### config.mk
export PLATFORM = sky130hd
export DESIGN_NAME = structural_containment_filter
export DESIGN_NICKNAME = d
export VERILOG_FILES = /design/src/rtl/core/scf_pkg.sv /design/src/rtl/core/scf_tracker.sv /design/src/rtl/core/structural_containment_filter.sv
export SDC_FILE = /design/constraint.sdc
export NUM_CORES = 1
export LEC_CHECK = 0
export ABC_AREA = 1
export BUFFER_PORTS_ARGS = -buffer_cell sky130_fd_sc_hd__buf_2
export CAP_MARGIN = 40
export CORE_MARGIN = 3
export CORE_UTILIZATION = 50
export DETAILED_ROUTE_END_ITERATION = 8
export PLACE_DENSITY = 0.69
export REMOVE_ABC_BUFFERS = 1
export SYNTH_ARGS = -nofsm -noshare
export SYNTH_HDL_FRONTEND = slang
export SYNTH_SLANG_ARGS = --single-unit
### constraint.sdc
create_clock -name clk -period 14.4 [get_ports clk]
set_input_delay 0.72 -clock clk [delete_from_list [all_inputs] [get_ports clk]]
set_output_delay 0.72 -clock clk [all_outputs]
set_load 0.02 [all_outputs]
### src/rtl/core/scf_pkg.sv
// Shared types and constants for the structural containment filter.
package scf_pkg;

    // Key kinds carried on the input tuser field.
    typedef enum logic [2:0] {
        CMD_START_TAG   = 3'd0,
        CMD_END_TAG     = 3'd1,
        CMD_ATTRIBUTE   = 3'd2,
        CMD_MIDDLE_ONE  = 3'd3,
        CMD_MIDDLE_TWO  = 3'd4
    } cmd_t;

    localparam int CMD_BITS       = 3;
    localparam int CFG_INDEX_BITS = 1;

    // Configuration register indexes.
    localparam logic [CFG_INDEX_BITS-1:0] REG_ATTRIBUTES_PRESENT = 1'd0;
    localparam logic [CFG_INDEX_BITS-1:0] REG_SPLIT_MIDDLE       = 1'd1;

    // Configuration as seen by the tracker.
    typedef struct packed {
        logic attributes_present;
        logic split_middle;
    } cfg_t;

endpackage

### src/rtl/core/scf_tracker.sv
// Per-record nesting and match tracker: state registers and their update logic.
module scf_tracker #(
    parameter int RECORD_BITS   = 32,
    parameter int POSITION_BITS = 32,
    parameter int DEPTH_BITS    = 8
) (
    input  logic                     clk,
    input  logic                     rst_n,
    input  logic                     step,
    input  scf_pkg::cmd_t            command,
    input  logic [RECORD_BITS-1:0]   record_id,
    input  logic [POSITION_BITS-1:0] position,
    input  scf_pkg::cfg_t            cfg,
    output logic                     hit
);
    import scf_pkg::*;

    localparam int KEY_BITS = RECORD_BITS + POSITION_BITS;
    localparam logic signed [DEPTH_BITS-1:0] DEPTH_MAX = {1'b0, {(DEPTH_BITS-1){1'b1}}};
    localparam logic signed [DEPTH_BITS-1:0] DEPTH_MIN = {1'b1, {(DEPTH_BITS-1){1'b0}}};
    localparam logic signed [DEPTH_BITS-1:0] DEPTH_ZERO = '0;
    localparam logic signed [DEPTH_BITS-1:0] DEPTH_ONE  = DEPTH_BITS'(1);
    localparam logic signed [DEPTH_BITS-1:0] LEVEL_ANY  = '1;

    logic                          seen_any_reg, seen_any_next;
    logic [RECORD_BITS-1:0]        current_record_reg, current_record_next;
    logic [KEY_BITS-1:0]           start_key_reg;
    logic                          start_valid_reg, start_valid_next;
    logic [KEY_BITS-1:0]           attr_key_reg;
    logic                          attr_valid_reg, attr_valid_next;
    logic signed [DEPTH_BITS-1:0]  nest_depth_reg, nest_depth_next;
    logic signed [DEPTH_BITS-1:0]  attr_level_reg, attr_level_next;
    logic                          first_matched_reg, first_matched_next;
    logic                          second_matched_reg, second_matched_next;

    logic                          known_cmd;
    logic                          new_record;
    logic [KEY_BITS-1:0]           in_key;
    logic signed [DEPTH_BITS-1:0]  depth_base;
    logic signed [DEPTH_BITS-1:0]  level_base;
    logic                          first_base;
    logic                          second_base;
    logic                          load_start;
    logic                          load_attr;

    assign in_key     = {position, record_id};
    assign known_cmd  = (command == CMD_START_TAG) || (command == CMD_END_TAG) ||
                        (command == CMD_ATTRIBUTE) || (command == CMD_MIDDLE_ONE) ||
                        (command == CMD_MIDDLE_TWO);
    assign new_record = !seen_any_reg || (record_id != current_record_reg);

    always_comb
    begin
        // A new record clears everything but the stored keys and their valid bits.
        depth_base  = new_record ? DEPTH_ZERO : nest_depth_reg;
        level_base  = new_record ? DEPTH_ZERO : attr_level_reg;
        first_base  = new_record ? 1'b0 : first_matched_reg;
        second_base = new_record ? 1'b0 : second_matched_reg;

        seen_any_next       = seen_any_reg;
        current_record_next = current_record_reg;
        start_valid_next    = start_valid_reg;
        attr_valid_next     = attr_valid_reg;
        nest_depth_next     = nest_depth_reg;
        attr_level_next     = attr_level_reg;
        first_matched_next  = first_matched_reg;
        second_matched_next = second_matched_reg;
        load_start          = 1'b0;
        load_attr           = 1'b0;
        hit                 = 1'b0;

        if (known_cmd)
        begin
            seen_any_next       = 1'b1;
            current_record_next = record_id;
            nest_depth_next     = depth_base;
            attr_level_next     = level_base;
            first_matched_next  = first_base;
            second_matched_next = second_base;

            case (command)
                CMD_START_TAG:
                begin
                    if (depth_base != DEPTH_MAX)
                    begin
                        nest_depth_next = depth_base + DEPTH_ONE;
                    end
                    load_start       = 1'b1;
                    start_valid_next = 1'b1;
                    if (level_base == DEPTH_ZERO)
                    begin
                        if (!cfg.attributes_present)
                        begin
                            attr_level_next = LEVEL_ANY;
                        end
                        else if (attr_valid_reg && (attr_key_reg == in_key))
                        begin
                            attr_level_next = nest_depth_next;
                        end
                    end
                end
                CMD_END_TAG:
                begin
                    if (depth_base == level_base)
                    begin
                        attr_level_next = DEPTH_ZERO;
                    end
                    if (depth_base != DEPTH_MIN)
                    begin
                        nest_depth_next = depth_base - DEPTH_ONE;
                    end
                    if (nest_depth_next == DEPTH_ZERO)
                    begin
                        first_matched_next  = 1'b0;
                        second_matched_next = 1'b0;
                    end
                end
                CMD_ATTRIBUTE:
                begin
                    load_attr       = 1'b1;
                    attr_valid_next = 1'b1;
                    if (level_base == DEPTH_ZERO)
                    begin
                        if (!cfg.attributes_present)
                        begin
                            attr_level_next = LEVEL_ANY;
                        end
                        else if (start_valid_reg && (start_key_reg == in_key))
                        begin
                            attr_level_next = depth_base;
                        end
                    end
                end
                default:
                begin
                    // Middle keys only count inside a matching element.
                    if ((depth_base != DEPTH_ZERO) && (level_base != DEPTH_ZERO))
                    begin
                        if (!cfg.split_middle || (command == CMD_MIDDLE_ONE))
                        begin
                            first_matched_next = 1'b1;
                        end
                        if (!cfg.split_middle || (command == CMD_MIDDLE_TWO))
                        begin
                            second_matched_next = 1'b1;
                        end
                        hit = first_matched_next && second_matched_next;
                    end
                end
            endcase
        end
    end

    always_ff @(posedge clk or negedge rst_n)
    begin
        if (!rst_n)
        begin
            seen_any_reg       <= 1'b0;
            current_record_reg <= '0;
            start_valid_reg    <= 1'b0;
            attr_valid_reg     <= 1'b0;
            nest_depth_reg     <= '0;
            attr_level_reg     <= '0;
            first_matched_reg  <= 1'b0;
            second_matched_reg <= 1'b0;
        end
        else if (step)
        begin
            seen_any_reg       <= seen_any_next;
            current_record_reg <= current_record_next;
            start_valid_reg    <= start_valid_next;
            attr_valid_reg     <= attr_valid_next;
            nest_depth_reg     <= nest_depth_next;
            attr_level_reg     <= attr_level_next;
            first_matched_reg  <= first_matched_next;
            second_matched_reg <= second_matched_next;
        end
    end

    // Stored keys are only read while their valid bits are set.
    always_ff @(posedge clk)
    begin
        if (step && load_start)
        begin
            start_key_reg <= in_key;
        end
        if (step && load_attr)
        begin
            attr_key_reg <= in_key;
        end
    end

endmodule

### src/rtl/core/structural_containment_filter.sv
// Top level of the structural containment filter: stream ports, stage registers, config.
//
// The filter takes one key item per clock cycle in steady state. An accepted
// item lands in an input stage register; as it moves on from there the tracker
// updates the per-record nesting depth, attribute level and match flags with a
// single pass of compare and increment logic, and a hit is loaded into the
// output register at the same clock edge as the tracker state is stored. The
// input stage moves on whenever the output register is empty or being taken,
// so items keep flowing back to back while the sink accepts; when the sink
// stalls, one item waits in the input stage and s_tready drops. Items whose
// kind is a start tag, end tag or attribute, and middle keys outside a
// matching element, produce no result. Kinds 5 to 7 are ignored entirely.
// The configuration channel is always ready and should be written only while
// the filter holds no item in flight.
module structural_containment_filter #(
    parameter int RECORD_BITS   = 32,
    parameter int POSITION_BITS = 32,
    parameter int DEPTH_BITS    = 8
) (
    input  logic                                   clk,
    input  logic                                   rst_n,
    // Input key stream.
    input  logic                                   s_tvalid,
    output logic                                   s_tready,
    // tdata: record_id, then position, zero padded to whole bytes.
    input  logic [((RECORD_BITS+POSITION_BITS+7)/8)*8-1:0] s_tdata,
    // tuser: command.
    input  logic [scf_pkg::CMD_BITS-1:0]           s_tuser,
    // Hit stream.
    output logic                                   m_tvalid,
    input  logic                                   m_tready,
    // tdata: hit_record, then hit_position, zero padded to whole bytes.
    output logic [((RECORD_BITS+POSITION_BITS+7)/8)*8-1:0] m_tdata,
    // Configuration writes.
    input  logic                                   cfg_valid,
    output logic                                   cfg_ready,
    input  logic [scf_pkg::CFG_INDEX_BITS-1:0]     cfg_index,
    input  logic                                   cfg_data
);
    import scf_pkg::*;

    localparam int KEY_BITS   = RECORD_BITS + POSITION_BITS;
    localparam int TDATA_BITS = ((KEY_BITS + 7) / 8) * 8;

    logic                     stage_valid_reg, stage_valid_next;
    cmd_t                     stage_cmd_reg;
    logic [RECORD_BITS-1:0]   stage_record_reg;
    logic [POSITION_BITS-1:0] stage_position_reg;
    logic                     out_valid_reg, out_valid_next;
    logic [KEY_BITS-1:0]      out_key_reg;
    cfg_t                     cfg_reg, cfg_next;
    logic                     advance;
    logic                     in_fire;
    logic                     hit;

    assign advance  = stage_valid_reg && (!out_valid_reg || m_tready);
    assign s_tready = !stage_valid_reg || advance;
    assign in_fire  = s_tvalid && s_tready;

    assign stage_valid_next = in_fire ? 1'b1 : (advance ? 1'b0 : stage_valid_reg);
    assign out_valid_next   = (!out_valid_reg || m_tready) ? (advance && hit)
                                                           : out_valid_reg;

    assign cfg_ready = 1'b1;

    always_comb
    begin
        cfg_next = cfg_reg;
        if (cfg_valid)
        begin
            case (cfg_index)
                REG_ATTRIBUTES_PRESENT: cfg_next.attributes_present = cfg_data;
                REG_SPLIT_MIDDLE:       cfg_next.split_middle       = cfg_data;
                default:                cfg_next = cfg_reg;
            endcase
        end
    end

    scf_tracker #(
        .RECORD_BITS   (RECORD_BITS),
        .POSITION_BITS (POSITION_BITS),
        .DEPTH_BITS    (DEPTH_BITS)
    ) u_tracker (
        .clk       (clk),
        .rst_n     (rst_n),
        .step      (advance),
        .command   (stage_cmd_reg),
        .record_id (stage_record_reg),
        .position  (stage_position_reg),
        .cfg       (cfg_reg),
        .hit       (hit)
    );

    always_ff @(posedge clk or negedge rst_n)
    begin
        if (!rst_n)
        begin
            stage_valid_reg <= 1'b0;
            out_valid_reg   <= 1'b0;
            cfg_reg         <= '0;
        end
        else
        begin
            stage_valid_reg <= stage_valid_next;
            out_valid_reg   <= out_valid_next;
            cfg_reg         <= cfg_next;
        end
    end

    always_ff @(posedge clk)
    begin
        if (in_fire)
        begin
            stage_cmd_reg      <= cmd_t'(s_tuser);
            stage_record_reg   <= s_tdata[RECORD_BITS-1:0];
            stage_position_reg <= s_tdata[KEY_BITS-1:RECORD_BITS];
        end
        if (advance && hit && (!out_valid_reg || m_tready))
        begin
            out_key_reg <= {stage_position_reg, stage_record_reg};
        end
    end

    assign m_tvalid = out_valid_reg;
    assign m_tdata  = TDATA_BITS'(out_key_reg);

endmodule

=== Word-level counts from Yosys, hierarchy flattened ===
Cells that the tools add are included.

* Logic and storage cells: 107
* Input bits: 74
* Output and inout port bits: 67
* Flip-flop bits (word level): 316

* Reductions and logical operators: 36
* Equality and inequality tests: 10
* Add/subtract/negate cells: 2
* Multiplexer cells: 40
* Bitwise logic cells: 1

{| class="wikitable"
|+ Operator list
! kind !! number
|-
| equality test 64 bit || 2
|-
| 2-to-1 mux 8 bit || 13
|-
| inequality test 32 bit || 1
|-
| case mux 8 bit (3 select lines) || 1
|-
| 2-to-1 mux 1 bit || 23
|-
| logical NOT 8 bit || 2
|-
| inequality test 8 bit (second input constant) || 2
|-
| case mux 8 bit (2 select lines) || 1
|-
| nonzero test 8 bit || 2
|-
| logical AND 1 bit || 10
|-
| logical OR 1 bit || 9
|-
| adder 8 x 2 -> 8 bit (second input constant) || 1
|-
| equality test 8 bit || 1
|-
| subtractor 8 x 2 -> 8 bit (second input constant) || 1
|-
| equality test 3 x 2 -> 1 bit (second input constant) || 2
|-
| AND reduction 2 bit || 3
|-
| AND reduction 3 bit || 2
|-
| logical NOT 1 bit || 4
|-
| case mux 1 bit (2 select lines) || 2
|-
| equality test 3 x 1 -> 1 bit (second input constant) || 1
|-
| equality test 3 bit (second input constant) || 1
|-
| logical NOT 3 bit || 1
|-
| OR reduction 3 bit || 1
|-
| nonzero test 2 bit || 1
|-
| other kinds (2) || 2
|}

=== Depth between registers and ports, before layout ===
* Depth after elaboration: 14
* Mapped depth: 25
* Mapped depth without buffers: 25

=== Cells and area by module ===
A second synthesis with hierarchy kept.

* Cells, all modules: 1801
* Area total of the unflattened synthesis: 16082.9 um2

{| class="wikitable"
|+ Modules (own cells, without submodules)
! module !! area each (um2) !! cells each !! times used !! sequential area each (um2)
|-
| scf_tracker || 11945.2 || 1642 || 1 || 5170.0
|-
| structural_containment_filter || 4137.7 || 159 || 1 || 4033.9
|}

=== Worst setup path after synthesis ===
Ideal clock, no wire load.

* Path type: flip-flop to flip-flop
* Start: reg stage_record_reg[7]
* End: reg out_key_reg[0] (netlist: m_tdata[0]) (enable)
* Data arrival time: 4.565 ns
* Stages on the path, launching flop included: 15
* Period minus slack after synthesis: 5.044 ns
* Path slack: 9.356 ns
* Buffers on the path: 0
* Setup time: 0.480 ns
* Required time: 13.920 ns
* Cell sequence: edfxtp_1 > nand2_1 > nand2_1 > nor2_1 > nand4_1 > nor2_8 > nand2_8 > nor2_4 > inv_2 > ha_1 > nand2_1 > nor2_2 > nand4_1 > nand2_1 > a211oi_2

* Word-level cells in the longest chain between the ends: 13
* Elaborated cells on any way between the ends: 23
* Those cells by class: eq/ne: 1; mux: 15; reduce/logical: 7

{| class="wikitable"
|+ RTL lines
! what !! line !! text
|-
| start, declared || structural_containment_filter.sv:47 || <nowiki>logic [RECORD_BITS-1:0] stage_record_reg;</nowiki>
|-
| start signal, assigned || structural_containment_filter.sv:115 || <nowiki>stage_record_reg <= s_tdata[RECORD_BITS-1:0];</nowiki>
|-
| inequality test 32 bit * || scf_tracker.sv:50 || <nowiki>assign new_record = !seen_any_reg || (record_id != current_record_reg);</nowiki>
|-
| logical OR 1 bit * || scf_tracker.sv:50 ||
|-
| 2-to-1 mux 1 bit (on tied branches) || scf_tracker.sv:57, scf_tracker.sv:58 ||
|-
| 2-to-1 mux 1 bit (on tied branches) || scf_tracker.sv:139, scf_tracker.sv:143 ||
|-
| 2-to-1 mux 1 bit || scf_tracker.sv:137 || <nowiki>if ((depth_base != DEPTH_ZERO) && (level_base != DEPTH_ZERO))</nowiki>
|-
| 2-to-1 mux 1 bit || scf_tracker.sv:81 || <nowiki>case (command)</nowiki>
|-
| 2-to-1 mux 1 bit || scf_tracker.sv:72 || <nowiki>if (known_cmd)</nowiki>
|-
| logical AND 1 bit || scf_tracker.sv:147 || <nowiki>hit = first_matched_next && second_matched_next;</nowiki>
|-
| 2-to-1 mux 1 bit * || scf_tracker.sv:137 ||
|-
| 2-to-1 mux 1 bit * || scf_tracker.sv:81 ||
|-
| 2-to-1 mux 1 bit * || scf_tracker.sv:72 ||
|-
| logical AND 1 bit * (2 in a row) || structural_containment_filter.sv:118 || <nowiki>if (advance && hit && (!out_valid_reg || m_tready))</nowiki>
|-
| end signal, assigned || structural_containment_filter.sv:120 || <nowiki>out_key_reg <= {stage_position_reg, stage_record_reg};</nowiki>
|-
| end, declared || structural_containment_filter.sv:50 || <nowiki>logic [KEY_BITS-1:0] out_key_reg;</nowiki>
|}

Mark *: on every way between the ends. The rest lies on a longest branch, timed or not. The select of a mux whose other input is x is not followed.
A chain may end at the register's enable or synchronous reset.

=== Worst setup path after layout ===
* Start: reg stage_record_reg[9]
* End: reg u_tracker.attr_level_reg[4]

* Word-level cells in the longest chain between the ends: 9
* Elaborated cells on any way between the ends: 21
* Those cells by class: add/sub: 1; eq/ne: 5; mux: 11; reduce/logical: 4

{| class="wikitable"
|+ RTL lines
! what !! line !! text
|-
| inequality test 32 bit || scf_tracker.sv:50 ||
|-
| logical OR 1 bit || scf_tracker.sv:50 ||
|-
| 2-to-1 mux 8 bit || scf_tracker.sv:55 || <nowiki>depth_base = new_record ? DEPTH_ZERO : nest_depth_reg;</nowiki>
|-
| adder 8 x 2 -> 8 bit / inequality test 8 bit (equally long branches) || scf_tracker.sv:86, scf_tracker.sv:84 ||
|-
| 2-to-1 mux 8 bit || scf_tracker.sv:84 || <nowiki>if (depth_base != DEPTH_MAX)</nowiki>
|-
| 2-to-1 mux 8 bit || scf_tracker.sv:96 || <nowiki>else if (attr_valid_reg && (attr_key_reg == in_key))</nowiki>
|-
| 2-to-1 mux 8 bit || scf_tracker.sv:92 || <nowiki>if (!cfg.attributes_present)</nowiki>
|-
| 2-to-1 mux 8 bit || scf_tracker.sv:90 || <nowiki>if (level_base == DEPTH_ZERO)</nowiki>
|-
| case mux 8 bit (3 select lines) * || scf_tracker.sv:81 ||
|-
| end signal, assigned || scf_tracker.sv:174 || <nowiki>attr_level_reg <= attr_level_next;</nowiki>
|-
| end, declared || scf_tracker.sv:32 || <nowiki>logic signed [DEPTH_BITS-1:0] attr_level_reg, attr_level_next;</nowiki>
|}

Mark *: on every way between the ends. The rest lies on a longest branch, timed or not.

==> reports/summary.txt <==
outcome: completed
critical path required time: 14.85 ns
setup violators final: 0
worst setup path start: stage_record_reg[9]$_DFFE_PP_
PortBufs: 139
Tcrit/Tclk final: 25.7%
Pleak: 7.88 nW
I/O pin count: 141
core box area: 30800 um^2
Crit path arrival time: 4.16 ns
clock share of power: 40.8%
Switch Pwr: 554 uW
first-pass GRT wire length: 76.6 mm
Int Power: 1.61 mW
clk root buf: clkbuf_16
H-tree levels: 2
Post-synth ARST share: 18.0%
final wirelength: 51.5 mm
Die ar.: 33700 um^2
GR Overflow Total: 0
Syn. warnings: 0
FF+latch area: 9200 um^2
Layout fillers: 2733
largest net degree at the start of global routing: 58
synthesized area: 15800 um^2
vias in the first global route: 12500
antenna violations before repair: 0
reg2reg setup slack: 10.70 ns
VDD IR max: 0.000125 V
post-DP HPWL: 39.8 mm
final hold viol count: 0
Max Slew Vio Count: 0
Flop pwr share: 49.9%
post-DR wirelength/cell: 22.3 um
Clock Skew: 0.0212 ns
Worst Tran Pin Value: 0.984 ns
Worst-path clk slew: 0.06 ns
Starting Density: 51.2%
DRT Pass-1 Iters: 6
Gate Count Post-Synth: 1726
hold buffers post-CTS: 0
critical path endpoint category: flip-flop
reg2reg start: stage_record_reg[9]$_DFFE_PP_
Main synth FF type: edfxtp_1
most common cell after layout, fill and taps aside: nand2_1
Initial DRC Count: 1358
r2r endpoint: u_tracker.attr_level_reg[4]$_DFFE_PN0P_
Yosys reg bits: 316
postcts setup bufs: 0
Die H: 184 um
hold_ws: 0.185 ns
Die Wd: 184 um
Rows: 64
GRT Total Usage: 30.5%
layout cells sized above 1: 16.3%
post-cts resize count: 0
max_cap viols: 0
pwr/cell area: 119 nW/um^2
final core occ: 58.9%
WS Path Type: flip-flop to flip-flop
CTS Buf Count: 35
combinational share of power: 9.3%
total inserted antenna cells: 0
Clock Latency Late Sink: 0.53 ns
most frequent cells in the layout: nand2_1, edfxtp_1, inv_1
clock buffer depth: 3
Max-slew headroom: 33.8%
CTS Sinks: 316
multi-input logic area: 5640 um^2
library cells used by synthesis: 57
gpl congestion: 0.954
Avg Cell Area, Syn: 9.14 um^2
HP Class: input port to asynchronous set/reset pin
Layout area overhead: 15.2%
RSZ-0062 raised after global routing: no
setup TNS: 0 ns
sw frac: 25.6%
Vias/cell: 5.59
post-synthesis sequential area ratio: 58.3%
Post-synth EDFFs: 259
reg2reg path depth: 25
startpoint types: flip-flop
DRT antenna net count: 0
CTS tree: built
Vias: 12900
Achievable Freq: 0.270 GHz
critical-path maximum fanout: 14
DRC violations left: 0
Final Critical Period: 3.71 ns
layout net count: 1967
Yosys cell counts (2+ instances only):
library cell,instances,area share [%]
nor3b_1,2,0.095
inv_1,189,4.5
nand2_1,537,13
o21ai_0,69,2.2
nand3b_1,6,0.29
nand4_1,52,2.1
dfrtp_1,57,9.0
ha_1,3,0.24
buf_4,2,0.095
clkbuf_1,12,0.29
o41ai_1,3,0.17
clkbuf_2,2,0.063
nand2_2,8,0.32
o21ai_1,5,0.16
clkinv_1,3,0.071
o211ai_1,8,0.38
nand3_1,85,2.7
o41ai_2,2,0.21
o2111ai_1,7,0.39
nor2_4,6,0.43
nor2_2,5,0.20
buf_1,2,0.048
nor3_1,24,0.76
a31oi_1,5,0.20
xor2_1,31,1.7
nand2_4,3,0.21
a211oi_1,2,0.095
nand3_2,2,0.13
o21a_1,2,0.095
or2_2,45,1.8
edfxtp_1,259,49
xnor2_1,19,1.1
buf_2,6,0.19
nor4_1,22,0.87
o22ai_1,9,0.36
inv_2,31,0.74
nor2_1,153,3.6
a21oi_1,28,0.89
o2111a_1,2,0.14
area by class of cell:
type	count	share of cell area, %
flip-flops and latches	316	50.6
multi-input cells	1161	31.0
clock buffers	47	5.24
repair buffers	152	4.76
inverters	224	4.65
well taps	396	2.73
clock inverters	17	0.943
routing by layer:
layer	track usage, %	part of all wire, %	vias to the layer above
met1	43.1	43	6177
met5	0	0	-
met4	8.53	3.0	0
met3	4.55	7.9	86
met2	49.6	46	596
li1	-	-	6080
logic make-up after synthesis:
group	count (synthesis)	share of synthesized area [%]
buf+inv	249	6.14
simple gates	958	26.8
compound gates	149	5.66
flops	316	58.3
other cells	1	0.0238
xor+xnor	50	2.78
fa+ha+maj	3	0.238
worst max-delay path by stage:
| stage | slack, ns | endpoint |
|---|---|---|
| after floorplan | 7.83 | m_tdata[0]$_DFFE_PP_ |
| after detailed placement | 10.82 | m_tdata[39]$_DFFE_PP_ |
| after CTS | 10.81 | m_tdata[49]$_DFFE_PP_ |
| after global routing | 10.46 | u_tracker.attr_level_reg[4]$_DFFE_PN0P_ |
| final | 10.70 | u_tracker.attr_level_reg[4]$_DFFE_PN0P_ |
| after global placement | 10.85 | u_tracker.attr_level_reg[6]$_DFFE_PN0P_ |
power groups by stage:
stage                     registers (mW)  logic, mW  clock network, mW
after floorplan                     1.08      0.122                  0
after global placement              1.10      0.193                  0
after detailed placement            1.10      0.198                  0
after CTS                           1.08      0.199              0.900
after global routing                1.08      0.222              0.934
final                               1.08      0.201              0.884
metrics by stage:
step	setup WS (ns)	total power [mW]	instance area [um^2]	cells
CTS	10.81	2.18	18200	2313
finish	10.70	2.17	18200	2313
global route	10.46	2.24	18200	2313
global placement	10.85	1.29	16900	2244
detailed placement	10.82	1.29	17000	2249
floorplan	7.83	1.20	15700	1701
worst max-delay path: stages (launching register included):
cell and delay (ns):
edfxtp_1 0.71, inv_2 0.17, nand2_1 0.14, nand2_1 0.06, nor2_1 0.09, nand2_1 0.05
nor2_1 0.11, nand2_2 0.11, nor2_8 0.17, nand2_8 0.12, inv_6 0.17, nand2_4 0.11
clkinv_1 0.14, ha_1 0.24, nand2_1 0.08, inv_1 0.09, nand2_1 0.11, nor2_1 0.21
nand3b_1 0.19, nand3_1 0.12, nand2_1 0.07, nand2_2 0.08, inv_1 0.04, nand3_1 0.07
nand3_1 0.07, nand2_1 0.08
Power figures use the tool's default switching activity.
